### config.mk
export PLATFORM = sky130hd
export DESIGN_NAME = gf256_dispersal_reconstruct_core_flat
export DESIGN_NICKNAME = d
export VERILOG_FILES = /design/src/sv/gdr_pkg.sv /design/src/sv/gdr_if.sv /design/src/sv/gf256_dispersal_reconstruct_core.sv /design/src/sv/gdr_inv_unit.sv /design/src/sv/gdr_datapath.sv /design/src/flat_wrapper.sv
export SDC_FILE = /design/constraint.sdc
export NUM_CORES = 2
export LEC_CHECK = 0
export BUFFER_PORTS_ARGS = -buffer_cell sky130_fd_sc_hd__buf_2
export CAP_MARGIN = 20
export CORE_MARGIN = 2
export CORE_UTILIZATION = 50
export DETAILED_ROUTE_END_ITERATION = 10
export PLACE_DENSITY = 0.66
export REMOVE_ABC_BUFFERS = 1
export SLEW_MARGIN = 20
export SYNTH_ARGS = -nofsm -noshare
export SYNTH_HDL_FRONTEND = slang
export SYNTH_HIERARCHICAL = 1
export SYNTH_SLANG_ARGS = --single-unit
### constraint.sdc
create_clock -name i_clk -period 8 [get_ports i_clk]
set_input_delay 1.6 -clock i_clk [delete_from_list [all_inputs] [get_ports i_clk]]
set_output_delay 1.6 -clock i_clk [all_outputs]
set_load 0.05 [all_outputs]
### src/sv/gdr_pkg.sv
// Package: shared types, constants and GF(2^8) multiply for the share reconstruct core
`timescale 1ns / 1ps
package gdr_pkg;

    localparam logic [8:0] GF_POLY = 9'h171;
    localparam int         CFG_W   = 24;
    localparam int         IDX_W   = 2;

    localparam logic [IDX_W-1:0] REG_ROW0 = 2'd0;
    localparam logic [IDX_W-1:0] REG_ROW1 = 2'd1;
    localparam logic [IDX_W-1:0] REG_ROW2 = 2'd2;
    localparam logic [IDX_W-1:0] REG_TAIL = 2'd3;

    typedef logic [8:0][7:0] t_mat;
    typedef logic [2:0][7:0] t_trip;

    typedef struct packed {
        logic busy;
        logic singular;
    } t_inv_stat;

    localparam t_mat MAT_IDENT = {8'd1, 8'd0, 8'd0, 8'd0, 8'd1, 8'd0, 8'd0, 8'd0, 8'd1};

    function automatic logic [7:0] gf_mul(input logic [7:0] a, input logic [7:0] b);
        logic [8:0] x;
        logic [7:0] r;
        x = {1'b0, a};
        r = '0;
        for (int k = 0; k < 8; k++) begin
            if (b[k]) r = r ^ x[7:0];
            x = {x[7:0], 1'b0};
            if (x[8]) x = x ^ GF_POLY;
        end
        return r;
    endfunction

endpackage

### src/sv/gdr_if.sv
// Interfaces: share triple request channel and reconstructed triple channel
`timescale 1ns / 1ps
interface gdr_in_if;
    logic       valid;
    logic       ready;
    logic [7:0] share0_byte;
    logic [7:0] share1_byte;
    logic [7:0] share2_byte;
    logic       last_item;
    modport source (output valid, share0_byte, share1_byte, share2_byte, last_item,
                    input ready);
    modport sink   (input valid, share0_byte, share1_byte, share2_byte, last_item,
                    output ready);
endinterface

interface gdr_out_if;
    logic       valid;
    logic       ready;
    logic [7:0] out_byte0;
    logic [7:0] out_byte1;
    logic [7:0] out_byte2;
    logic [1:0] valid_count;
    logic       singular;
    logic       final_out;
    modport source (output valid, out_byte0, out_byte1, out_byte2, valid_count, singular,
                    final_out, input ready);
    modport sink   (input valid, out_byte0, out_byte1, out_byte2, valid_count, singular,
                    final_out, output ready);
endinterface

### src/sv/gf256_dispersal_reconstruct_core.sv
// Top level: config registers, stream state, inverse unit and reconstruct pipeline
//  channel   dir   handshake       payload
//  i_src     in    valid/ready     share0..2_byte, last_item
//  o_dst     out   valid/ready     out_byte0..2, valid_count, singular, final_out
//  cfg       in    i_cfg_we        i_cfg_idx, i_cfg_data
// One triple per cycle unless stalled; it passes the product, sum and output stages.
// A coefficient write starts an inversion; a stream start waits for it to finish.
// Reset loads the identity inverse; no clearing pass.
// A stall at the output backs up through the stages without dropping a request.
`timescale 1ns / 1ps
module gf256_dispersal_reconstruct_core (
    input  logic                      i_clk,
    input  logic                      i_rst_n,
    gdr_in_if.sink                    i_src,
    gdr_out_if.source                 o_dst,
    input  logic                      i_cfg_we,
    input  logic [gdr_pkg::IDX_W-1:0] i_cfg_idx,
    input  logic [gdr_pkg::CFG_W-1:0] i_cfg_data
);
    import gdr_pkg::*;

    t_trip      r_row0, r_row1, r_row2;
    logic [1:0] r_tail;
    logic       r_in_stream;
    t_mat       r_inv;
    logic       r_sing;
    t_mat       cand_inv;
    t_inv_stat  stat;
    logic       start, dp_rdy, acc;
    t_mat       mat_sel;
    logic       sing_sel;
    logic [1:0] vcnt;
    t_trip      dp_bytes;

    assign start = i_cfg_we && (i_cfg_idx == REG_ROW0 || i_cfg_idx == REG_ROW1
                                || i_cfg_idx == REG_ROW2);

    always_ff @(posedge i_clk) begin
        if (!i_rst_n) begin
            r_row0 <= 24'h010000;
            r_row1 <= 24'h000100;
            r_row2 <= 24'h000001;
            r_tail <= 2'd0;
        end else if (i_cfg_we) begin
            unique case (i_cfg_idx)
                REG_ROW0: r_row0 <= i_cfg_data;
                REG_ROW1: r_row1 <= i_cfg_data;
                REG_ROW2: r_row2 <= i_cfg_data;
                REG_TAIL: r_tail <= i_cfg_data[1:0];
                default: ;
            endcase
        end
    end

    gdr_inv_unit u_inv (
        .i_clk   (i_clk),
        .i_rst_n (i_rst_n),
        .i_start (start),
        .i_row0  (r_row0),
        .i_row1  (r_row1),
        .i_row2  (r_row2),
        .o_inv   (cand_inv),
        .o_stat  (stat)
    );

    assign i_src.ready = dp_rdy && (r_in_stream || (!stat.busy && !start));
    assign acc         = i_src.valid && i_src.ready;
    assign mat_sel     = r_in_stream ? r_inv : cand_inv;
    assign sing_sel    = r_in_stream ? r_sing : stat.singular;
    assign vcnt        = (i_src.last_item && (r_tail == 2'd1 || r_tail == 2'd2))
                         ? r_tail : 2'd3;

    always_ff @(posedge i_clk) begin
        if (!i_rst_n) begin
            r_in_stream <= 1'b0;
            r_inv       <= MAT_IDENT;
            r_sing      <= 1'b0;
        end else if (acc) begin
            r_in_stream <= !i_src.last_item;
            if (!r_in_stream) begin
                r_inv  <= cand_inv;
                r_sing <= stat.singular;
            end
        end
    end

    gdr_datapath u_dp (
        .i_clk   (i_clk),
        .i_rst_n (i_rst_n),
        .i_acc   (acc),
        .o_rdy   (dp_rdy),
        .i_mat   (mat_sel),
        .i_sing  (sing_sel),
        .i_data  ({i_src.share2_byte, i_src.share1_byte, i_src.share0_byte}),
        .i_last  (i_src.last_item),
        .i_vcnt  (vcnt),
        .o_valid (o_dst.valid),
        .i_ready (o_dst.ready),
        .o_bytes (dp_bytes),
        .o_vcnt  (o_dst.valid_count),
        .o_sing  (o_dst.singular),
        .o_last  (o_dst.final_out)
    );

    assign o_dst.out_byte0 = dp_bytes[0];
    assign o_dst.out_byte1 = dp_bytes[1];
    assign o_dst.out_byte2 = dp_bytes[2];

    a_start_idle: assert property (@(posedge i_clk) disable iff (!i_rst_n)
        (acc && !r_in_stream) |-> !stat.busy) else $error("stream start during inversion");
    a_last_ends: assert property (@(posedge i_clk) disable iff (!i_rst_n)
        (acc && i_src.last_item) |=> !r_in_stream) else $error("stream not closed");
endmodule

### src/sv/gdr_inv_unit.sv
// Matrix inverse sequencer: cofactors, determinant, x^254 reciprocal, scaled adjugate
`timescale 1ns / 1ps
module gdr_inv_unit (
    input  logic                i_clk,
    input  logic                i_rst_n,
    input  logic                i_start,
    input  gdr_pkg::t_trip      i_row0,
    input  gdr_pkg::t_trip      i_row1,
    input  gdr_pkg::t_trip      i_row2,
    output gdr_pkg::t_mat       o_inv,
    output gdr_pkg::t_inv_stat  o_stat
);
    import gdr_pkg::*;

    localparam logic [2:0] S_IDLE = 3'd0;
    localparam logic [2:0] S_COF  = 3'd1;
    localparam logic [2:0] S_DET  = 3'd2;
    localparam logic [2:0] S_EXP  = 3'd3;
    localparam logic [2:0] S_FIN  = 3'd4;
    localparam logic [7:0] EXP_E  = 8'd254;

    logic [2:0] r_state, n_state;
    logic [2:0] r_cnt, n_cnt;
    t_mat       r_cof, n_cof;
    logic [7:0] r_det, n_det;
    logic [7:0] r_res, n_res;
    logic [7:0] r_base, n_base;
    t_mat       r_inv, n_inv;
    logic       r_sing, n_sing;
    logic [2:0][2:0][7:0] m;

    always_comb begin
        m[0] = i_row0;
        m[1] = i_row1;
        m[2] = i_row2;
    end

    always_comb begin
        n_state = r_state;
        n_cnt   = r_cnt;
        n_cof   = r_cof;
        n_det   = r_det;
        n_res   = r_res;
        n_base  = r_base;
        n_inv   = r_inv;
        n_sing  = r_sing;
        unique case (r_state)
            S_IDLE: ;
            S_COF: begin
                for (int i = 0; i < 3; i++) begin
                    for (int j = 0; j < 3; j++) begin
                        n_cof[i*3+j] = gf_mul(m[(i+1)%3][2-((j+1)%3)], m[(i+2)%3][2-((j+2)%3)])
                                     ^ gf_mul(m[(i+1)%3][2-((j+2)%3)], m[(i+2)%3][2-((j+1)%3)]);
                    end
                end
                n_state = S_DET;
            end
            S_DET: begin
                n_det = gf_mul(m[0][2], r_cof[0]) ^ gf_mul(m[0][1], r_cof[1])
                      ^ gf_mul(m[0][0], r_cof[2]);
                n_res   = 8'd1;
                n_base  = n_det;
                n_cnt   = '0;
                n_state = S_EXP;
            end
            S_EXP: begin
                if (EXP_E[r_cnt]) n_res = gf_mul(r_res, r_base);
                n_base = gf_mul(r_base, r_base);
                n_cnt  = r_cnt + 3'd1;
                if (r_cnt == 3'd7) n_state = S_FIN;
            end
            S_FIN: begin
                n_sing = (r_det == 8'd0);
                for (int i = 0; i < 3; i++) begin
                    for (int j = 0; j < 3; j++) begin
                        n_inv[j*3+i] = (r_det == 8'd0) ? 8'd0 : gf_mul(r_cof[i*3+j], r_res);
                    end
                end
                n_state = S_IDLE;
            end
            default: n_state = S_IDLE;
        endcase
        if (i_start) n_state = S_COF;
    end

    always_ff @(posedge i_clk) begin
        if (!i_rst_n) begin
            r_state <= S_IDLE;
            r_inv   <= MAT_IDENT;
            r_sing  <= 1'b0;
        end else begin
            r_state <= n_state;
            r_inv   <= n_inv;
            r_sing  <= n_sing;
        end
        r_cnt  <= n_cnt;
        r_cof  <= n_cof;
        r_det  <= n_det;
        r_res  <= n_res;
        r_base <= n_base;
    end

    assign o_inv           = r_inv;
    assign o_stat.busy     = (r_state != S_IDLE);
    assign o_stat.singular = r_sing;

    a_sing_zero: assert property (@(posedge i_clk) disable iff (!i_rst_n)
        r_sing |-> (r_inv == '0)) else $error("singular flag with nonzero inverse");
    a_start_busy: assert property (@(posedge i_clk) disable iff (!i_rst_n)
        i_start |=> o_stat.busy) else $error("start did not launch inversion");
endmodule

### src/sv/gdr_datapath.sv
// Three-stage reconstruct pipeline: GF products, row sums, output register
`timescale 1ns / 1ps
module gdr_datapath (
    input  logic           i_clk,
    input  logic           i_rst_n,
    input  logic           i_acc,
    output logic           o_rdy,
    input  gdr_pkg::t_mat  i_mat,
    input  logic           i_sing,
    input  gdr_pkg::t_trip i_data,
    input  logic           i_last,
    input  logic [1:0]     i_vcnt,
    output logic           o_valid,
    input  logic           i_ready,
    output gdr_pkg::t_trip o_bytes,
    output logic [1:0]     o_vcnt,
    output logic           o_sing,
    output logic           o_last
);
    import gdr_pkg::*;

    logic       r_v1, r_v2, r_v3;
    logic       rdy1, rdy2, rdy3;
    t_mat       r_prod;
    t_trip      r_sum, r_out;
    logic [3:0] r_f1, r_f2, r_f3;

    assign rdy3  = !r_v3 || i_ready;
    assign rdy2  = !r_v2 || rdy3;
    assign rdy1  = !r_v1 || rdy2;
    assign o_rdy = rdy1;

    always_ff @(posedge i_clk) begin
        if (!i_rst_n) begin
            r_v1 <= 1'b0;
            r_v2 <= 1'b0;
            r_v3 <= 1'b0;
        end else begin
            if (rdy1) r_v1 <= i_acc;
            if (rdy2) r_v2 <= r_v1;
            if (rdy3) r_v3 <= r_v2;
        end
        if (rdy1 && i_acc) begin
            for (int i = 0; i < 3; i++) begin
                for (int j = 0; j < 3; j++) begin
                    r_prod[i*3+j] <= gf_mul(i_mat[i*3+j], i_data[j]);
                end
            end
            r_f1 <= {i_sing, i_last, i_vcnt};
        end
        if (rdy2 && r_v1) begin
            for (int i = 0; i < 3; i++) begin
                r_sum[i] <= r_prod[i*3] ^ r_prod[i*3+1] ^ r_prod[i*3+2];
            end
            r_f2 <= r_f1;
        end
        if (rdy3 && r_v2) begin
            r_out <= r_sum;
            r_f3  <= r_f2;
        end
    end

    assign o_valid = r_v3;
    assign o_bytes = r_out;
    assign o_sing  = r_f3[3];
    assign o_last  = r_f3[2];
    assign o_vcnt  = r_f3[1:0];

    a_vcnt: assert property (@(posedge i_clk) disable iff (!i_rst_n)
        r_v3 |-> (r_f3[1:0] != 2'd0)) else $error("zero valid count on result");
    a_sing_bytes: assert property (@(posedge i_clk) disable iff (!i_rst_n)
        (r_v3 && r_f3[3]) |-> (r_out == '0)) else $error("singular result has data");
endmodule
### src/flat_wrapper.sv
// flat-port wrapper written by rule: the top's interface ports become plain ports
module gf256_dispersal_reconstruct_core_flat import gdr_pkg::*;
  (i_clk, i_rst_n, i_cfg_we, i_cfg_idx, i_cfg_data, i_src_valid, i_src_share0_byte, i_src_share1_byte, i_src_share2_byte, i_src_last_item, i_src_ready, o_dst_valid, o_dst_out_byte0, o_dst_out_byte1, o_dst_out_byte2, o_dst_valid_count, o_dst_singular, o_dst_final_out, o_dst_ready);
  gdr_in_if i_src_i ();
  gdr_out_if o_dst_i ();
  input  logic i_clk;
  input  logic i_rst_n;
  input  logic i_cfg_we;
  input  logic [gdr_pkg::IDX_W-1:0] i_cfg_idx;
  input  logic [gdr_pkg::CFG_W-1:0] i_cfg_data;
  input wire logic [$bits(i_src_i.valid)-1:0] i_src_valid;
  input wire logic [$bits(i_src_i.share0_byte)-1:0] i_src_share0_byte;
  input wire logic [$bits(i_src_i.share1_byte)-1:0] i_src_share1_byte;
  input wire logic [$bits(i_src_i.share2_byte)-1:0] i_src_share2_byte;
  input wire logic [$bits(i_src_i.last_item)-1:0] i_src_last_item;
  output wire logic [$bits(i_src_i.ready)-1:0] i_src_ready;
  output wire logic [$bits(o_dst_i.valid)-1:0] o_dst_valid;
  output wire logic [$bits(o_dst_i.out_byte0)-1:0] o_dst_out_byte0;
  output wire logic [$bits(o_dst_i.out_byte1)-1:0] o_dst_out_byte1;
  output wire logic [$bits(o_dst_i.out_byte2)-1:0] o_dst_out_byte2;
  output wire logic [$bits(o_dst_i.valid_count)-1:0] o_dst_valid_count;
  output wire logic [$bits(o_dst_i.singular)-1:0] o_dst_singular;
  output wire logic [$bits(o_dst_i.final_out)-1:0] o_dst_final_out;
  input wire logic [$bits(o_dst_i.ready)-1:0] o_dst_ready;
  assign i_src_i.valid = i_src_valid;
  assign i_src_i.share0_byte = i_src_share0_byte;
  assign i_src_i.share1_byte = i_src_share1_byte;
  assign i_src_i.share2_byte = i_src_share2_byte;
  assign i_src_i.last_item = i_src_last_item;
  assign i_src_ready = i_src_i.ready;
  assign o_dst_valid = o_dst_i.valid;
  assign o_dst_out_byte0 = o_dst_i.out_byte0;
  assign o_dst_out_byte1 = o_dst_i.out_byte1;
  assign o_dst_out_byte2 = o_dst_i.out_byte2;
  assign o_dst_valid_count = o_dst_i.valid_count;
  assign o_dst_singular = o_dst_i.singular;
  assign o_dst_final_out = o_dst_i.final_out;
  assign o_dst_i.ready = o_dst_ready;
  gf256_dispersal_reconstruct_core u_core (.i_clk(i_clk), .i_rst_n(i_rst_n), .i_src(i_src_i), .o_dst(o_dst_i), .i_cfg_we(i_cfg_we), .i_cfg_idx(i_cfg_idx), .i_cfg_data(i_cfg_data));
endmodule
==> summary.md <==
| Metric | Value |
|---|---|
| Outcome | `finished clean` |
| Final Cycle Share | `0.563` |
| Multi-input gate area | `45,700 sq um` |
| Vias after detailed routing | `50,096` |
| Global route total overflow | `0` |
| Post-synth EDFFs | `231` |
| Mapped Area | `60,200 sq um` |
| Power Internal | `5410 uW` |
| Total CTS buffers | `53` |
| Final setup fails | `0` |
| Startpoint types | `primary input` |
| Clk slew on worst S/H paths | `60 ps` |
| Largest area contributor in the netlist | `xnor2_1` |
| Metal2 WL | `81.2 mm` |
| CTS Hold Bufs | `0` |
| MaxCap Viol Count | `0` |
| Critical path capture point type | `output pin` |
| PostCTS Resize Cnt | `0` |
| Leakage power | `0.0211 uW` |
| PortBufs | `85` |
| Skew-Pair Late Insertion Delay | `670 ps` |
| First-pass GRT wire length | `278 mm` |
| Initial antenna violation count | `2` |
| CTS root buf | `clkbuf_16` |
| Fin. max-slew vios | `0` |
| Top_reg_cell synth | `edfxtp_1` |
| Die area | `123,000 sq um` |
| Fill count | `11,286` |
| DIE HEIGHT | `351 um` |
| DR WL met3 | `15.8 mm` |
| Sw Ratio | `0.358` |
| Share of power burned in registers | `0.329` |
| Pwr Density | `135 nW/um^2` |
| Placed cell areas | `60,800 sq um` |
| Hold Path Origin | `u_core/u_dp/r_sum[10]` |
| M1 wire length | `74.7 mm` |
| Measured slew at the worst slew-check pin | `1230 ps` |
| Sw Pwr | `3010 uW` |
| Post-synthesis sequential area ratio | `0.191` |
| CP Buf/Inv Count | `3` |
| End of the worst hold path | `u_core/u_dp/o_bytes[10]` |
| Wire length per cell | `19.8 um` |
| DRT Wirelength | `181 mm` |
| Vias in the first global route | `47,591` |
| Post-route ant nets | `0` |
| Achievable frequency | `222 MHz` |
| Synthesis Warnings | `6` |
| Total GRT Usage | `0.285` |
| TritonRoute pass-1 iters | `7` |
| Cells on worst reg2reg path | `9` |
| 1st-iter DRT viols | `5,085` |
| Clock Sink Count | `459` |
| Worst path slowest cell | `nor2b_1` |
| Sequential Area | `11,500 sq um` |
| RR Startpoint | `u_core/r_row0[14]` |
| Cell count after synthesis | `7,863` |
| Unrepaired setup endpoints after global routing | `false` |
| CTS tree | `yes` |
| Post-route cell area | `62,600 sq um` |
| Comb power frac | `0.377` |
| Top area cells in the synthesized netlist | `xnor2_1 30%, nand2_1 16%, edfxtp_1 12%` |
| Post-detailed-route via-to-cell ratio | `5.50` |
| DR DRC count | `0` |
| Largest delay share family, worst path | `simple AND/OR/NAND/NOR gates` |
| Final nets | `7,517` |
| CP cell instances | `buf_2 -> nor2b_1 -> nand3_1 -> buf_4 -> o211a_1 -> buf_2` |
| Crit path DAT | `2900 ps` |
| Post-CTS Setup Inserts | `0` |
| Worst path most repeated cell | `buf_2` |
| Clock skew | `37.5 ps` |
| Slew margin rel. | `0.176` |
| Synth Register Bits | `459` |
| HPWL after DPL | `118 mm` |
| RD Place Congestion | `0.921` |
| Num ports | `86` |
| Critical path peak fanout | `6` |
| FP Rows | `127` |
| Minimum clock period | `4500 ps` |
| Core Region | `120,000 sq um` |
| Peak VDD IR | `0.206 mV` |
| H-tree depth | `2` |
| Final hold violations | `0` |
| Worst hold margin | `413 ps` |
| Largest net degree at the start of global routing | `83` |
| CTS max path bufs | `3` |
| Area Growth Syn to Fin | `3.88%` |
| R2R Setup Slk | `4150 ps` |
| Cell count along the critical path | `6` |
| Hold Path Depth | `0` |
| Async S/R FF share, synth | `0` |
| Slowest cell delay on critical path | `500 ps` |
| Data required time of the worst path | `6400 ps` |
| Clk network pwr share | `0.295` |
| Count of different cell masters after synthesis | `64` |
| Syn Area/Cell | `7.66 sq um` |
| Top layer in use | `met5` |
| Post-synth top area share | `0.301` |
| Worst setup path class | `primary input to output pin` |
| Hold Path Class | `register to register` |
| Die Wd | `351 um` |
| Reg2reg end | `u_core/u_inv/r_base[4]` |
| Initial core utilization | `0.503` |
| Layout cells sized above 1 | `0.0673` |
synth_stat cells, drive strengths merged, types with 3 or more instances:
cell    count
a211oi      4
a21boi      3
a21o        7
a21oi     134
a221o       3
a22o        3
a22oi     163
a31oi       8
a32oi       5
and2        3
and3        7
and3b       3
buf       295
clkbuf    389
dfxtp     228
edfxtp    231
ha          3
inv        24
mux2      136
mux2i     107
nand2    2570
nand2b     82
nand3      21
nand3b     14
nor2      165
nor2b      46
nor3        8
nor3b      11
nor4        3
o211ai      9
o21a        3
o21ai     118
o221ai      4
o22a        5
o22ai      12
o31ai       3
or3         4
or3b        4
xnor2    2078
xnor3      77
xor2      811
xor3       45
how the worst max path moves through the flow:
| stage | startpoint | to | slack, ps |
|---|---|---|---|
| final | o_dst_ready | i_src_ready | 3500 |
| after global placement | o_dst_ready | i_src_ready | 3460 |
| after CTS | o_dst_ready | i_src_ready | 3480 |
| after detailed placement | o_dst_ready | i_src_ready | 3500 |
| after global routing | o_dst_ready | i_src_ready | 3390 |
| after floorplan | u_core/r_in_stream | u_core/u_dp/r_f1[0] | -100 |
placed cells by master, fill, tap and decap left out, types with 6 or more instances in the layout:
cell,n
a21o_1,7
clkinvlp_4,6
o211ai_1,9
xnor2_2,7
inv_1,20
edfxtp_1,231
nor2b_1,45
mux2i_1,107
a31oi_1,7
nor3b_1,9
xnor3_1,77
nor2_1,165
nand3b_1,14
xnor2_1,2071
clkinv_2,6
mux2_2,136
a22oi_1,163
xor3_2,7
xor3_1,38
nand2_1,2569
nand2b_1,82
nor3_1,8
o21ai_0,118
clkbuf_16,53
o22ai_1,12
and3_1,7
dfxtp_2,7
a21oi_1,133
dfxtp_1,220
clkinv_1,12
xor2_2,20
nand3_1,21
buf_4,140
buf_2,84
xor2_1,789
power by group through the flow:
| stage | clock [uW] | sequential [uW] | combinational, uW |
|---|---|---|---|
| finish | 2480 | 2770 | 3170 |
| global route | 2610 | 2780 | 3400 |
| CTS | 2530 | 2760 | 3130 |
| detailed placement | 0 | 2810 | 3120 |
| global placement | 0 | 2810 | 3080 |
| floorplan | 0 | 2880 | 2290 |
metal layers:
layer,vias up,global-route usage
met4,4,0.138
met3,476,0.0384
met2,2326,0.461
met1,23669,0.374
met5,-,0
li1,23621,-
sequential cells by signal, summed over array words and instances, names as in the netlist, 24 cells and up, named ones only:
signal	count
u_core/r_row2	24
u_core/u_inv/o_inv	72
u_core/r_row0	24
u_core/u_dp/o_bytes	24
u_core/r_inv	72
u_core/u_dp/r_sum	24
u_core/u_inv/r_cof	72
u_core/u_dp/r_prod	72
u_core/r_row1	24
through the flow:
step | setup slack [ps] | TNS [ps] | total power, uW | instances | utilization
global route | 3390 | 0 | 8790 | 9113 | 0.523
detailed placement | 3500 | 0 | 5940 | 9015 | 0.508
global placement | 3460 | 0 | 5890 | 9015 | 0.508
CTS | 3480 | 0 | 8430 | 9113 | 0.523
floorplan | -96.2 | -7310 | 5170 | 7179 | -
finish | 3500 | 0 | 8420 | 9114 | 0.523
cell families (layout without fill, tap and decap cells):
group                      Yosys count  in the layout  synth area share
other                                0              1                 0
DFF                                459            459             0.191
buffers and inverters              709            347            0.0508
adders and majority gates            3              3          0.000623
and+or+nand+nor                   2945           2945             0.193
muxes                              243            243            0.0432
xor gates and xnor gates          3011           3011             0.470
AOI/OAI and AO/OA                  493            493            0.0516
final cells by class:
cell class              count  area share
diodes                      1   0.0000400
multi-input cells        6695       0.731
clock inverters            40     0.00610
repair buffers            224      0.0235
flip-flops and latches    459       0.184
inverters                  25     0.00150
clock buffers              58      0.0217
well taps                1612      0.0322
No activity file was read; power rests on OpenSTA's default activity.
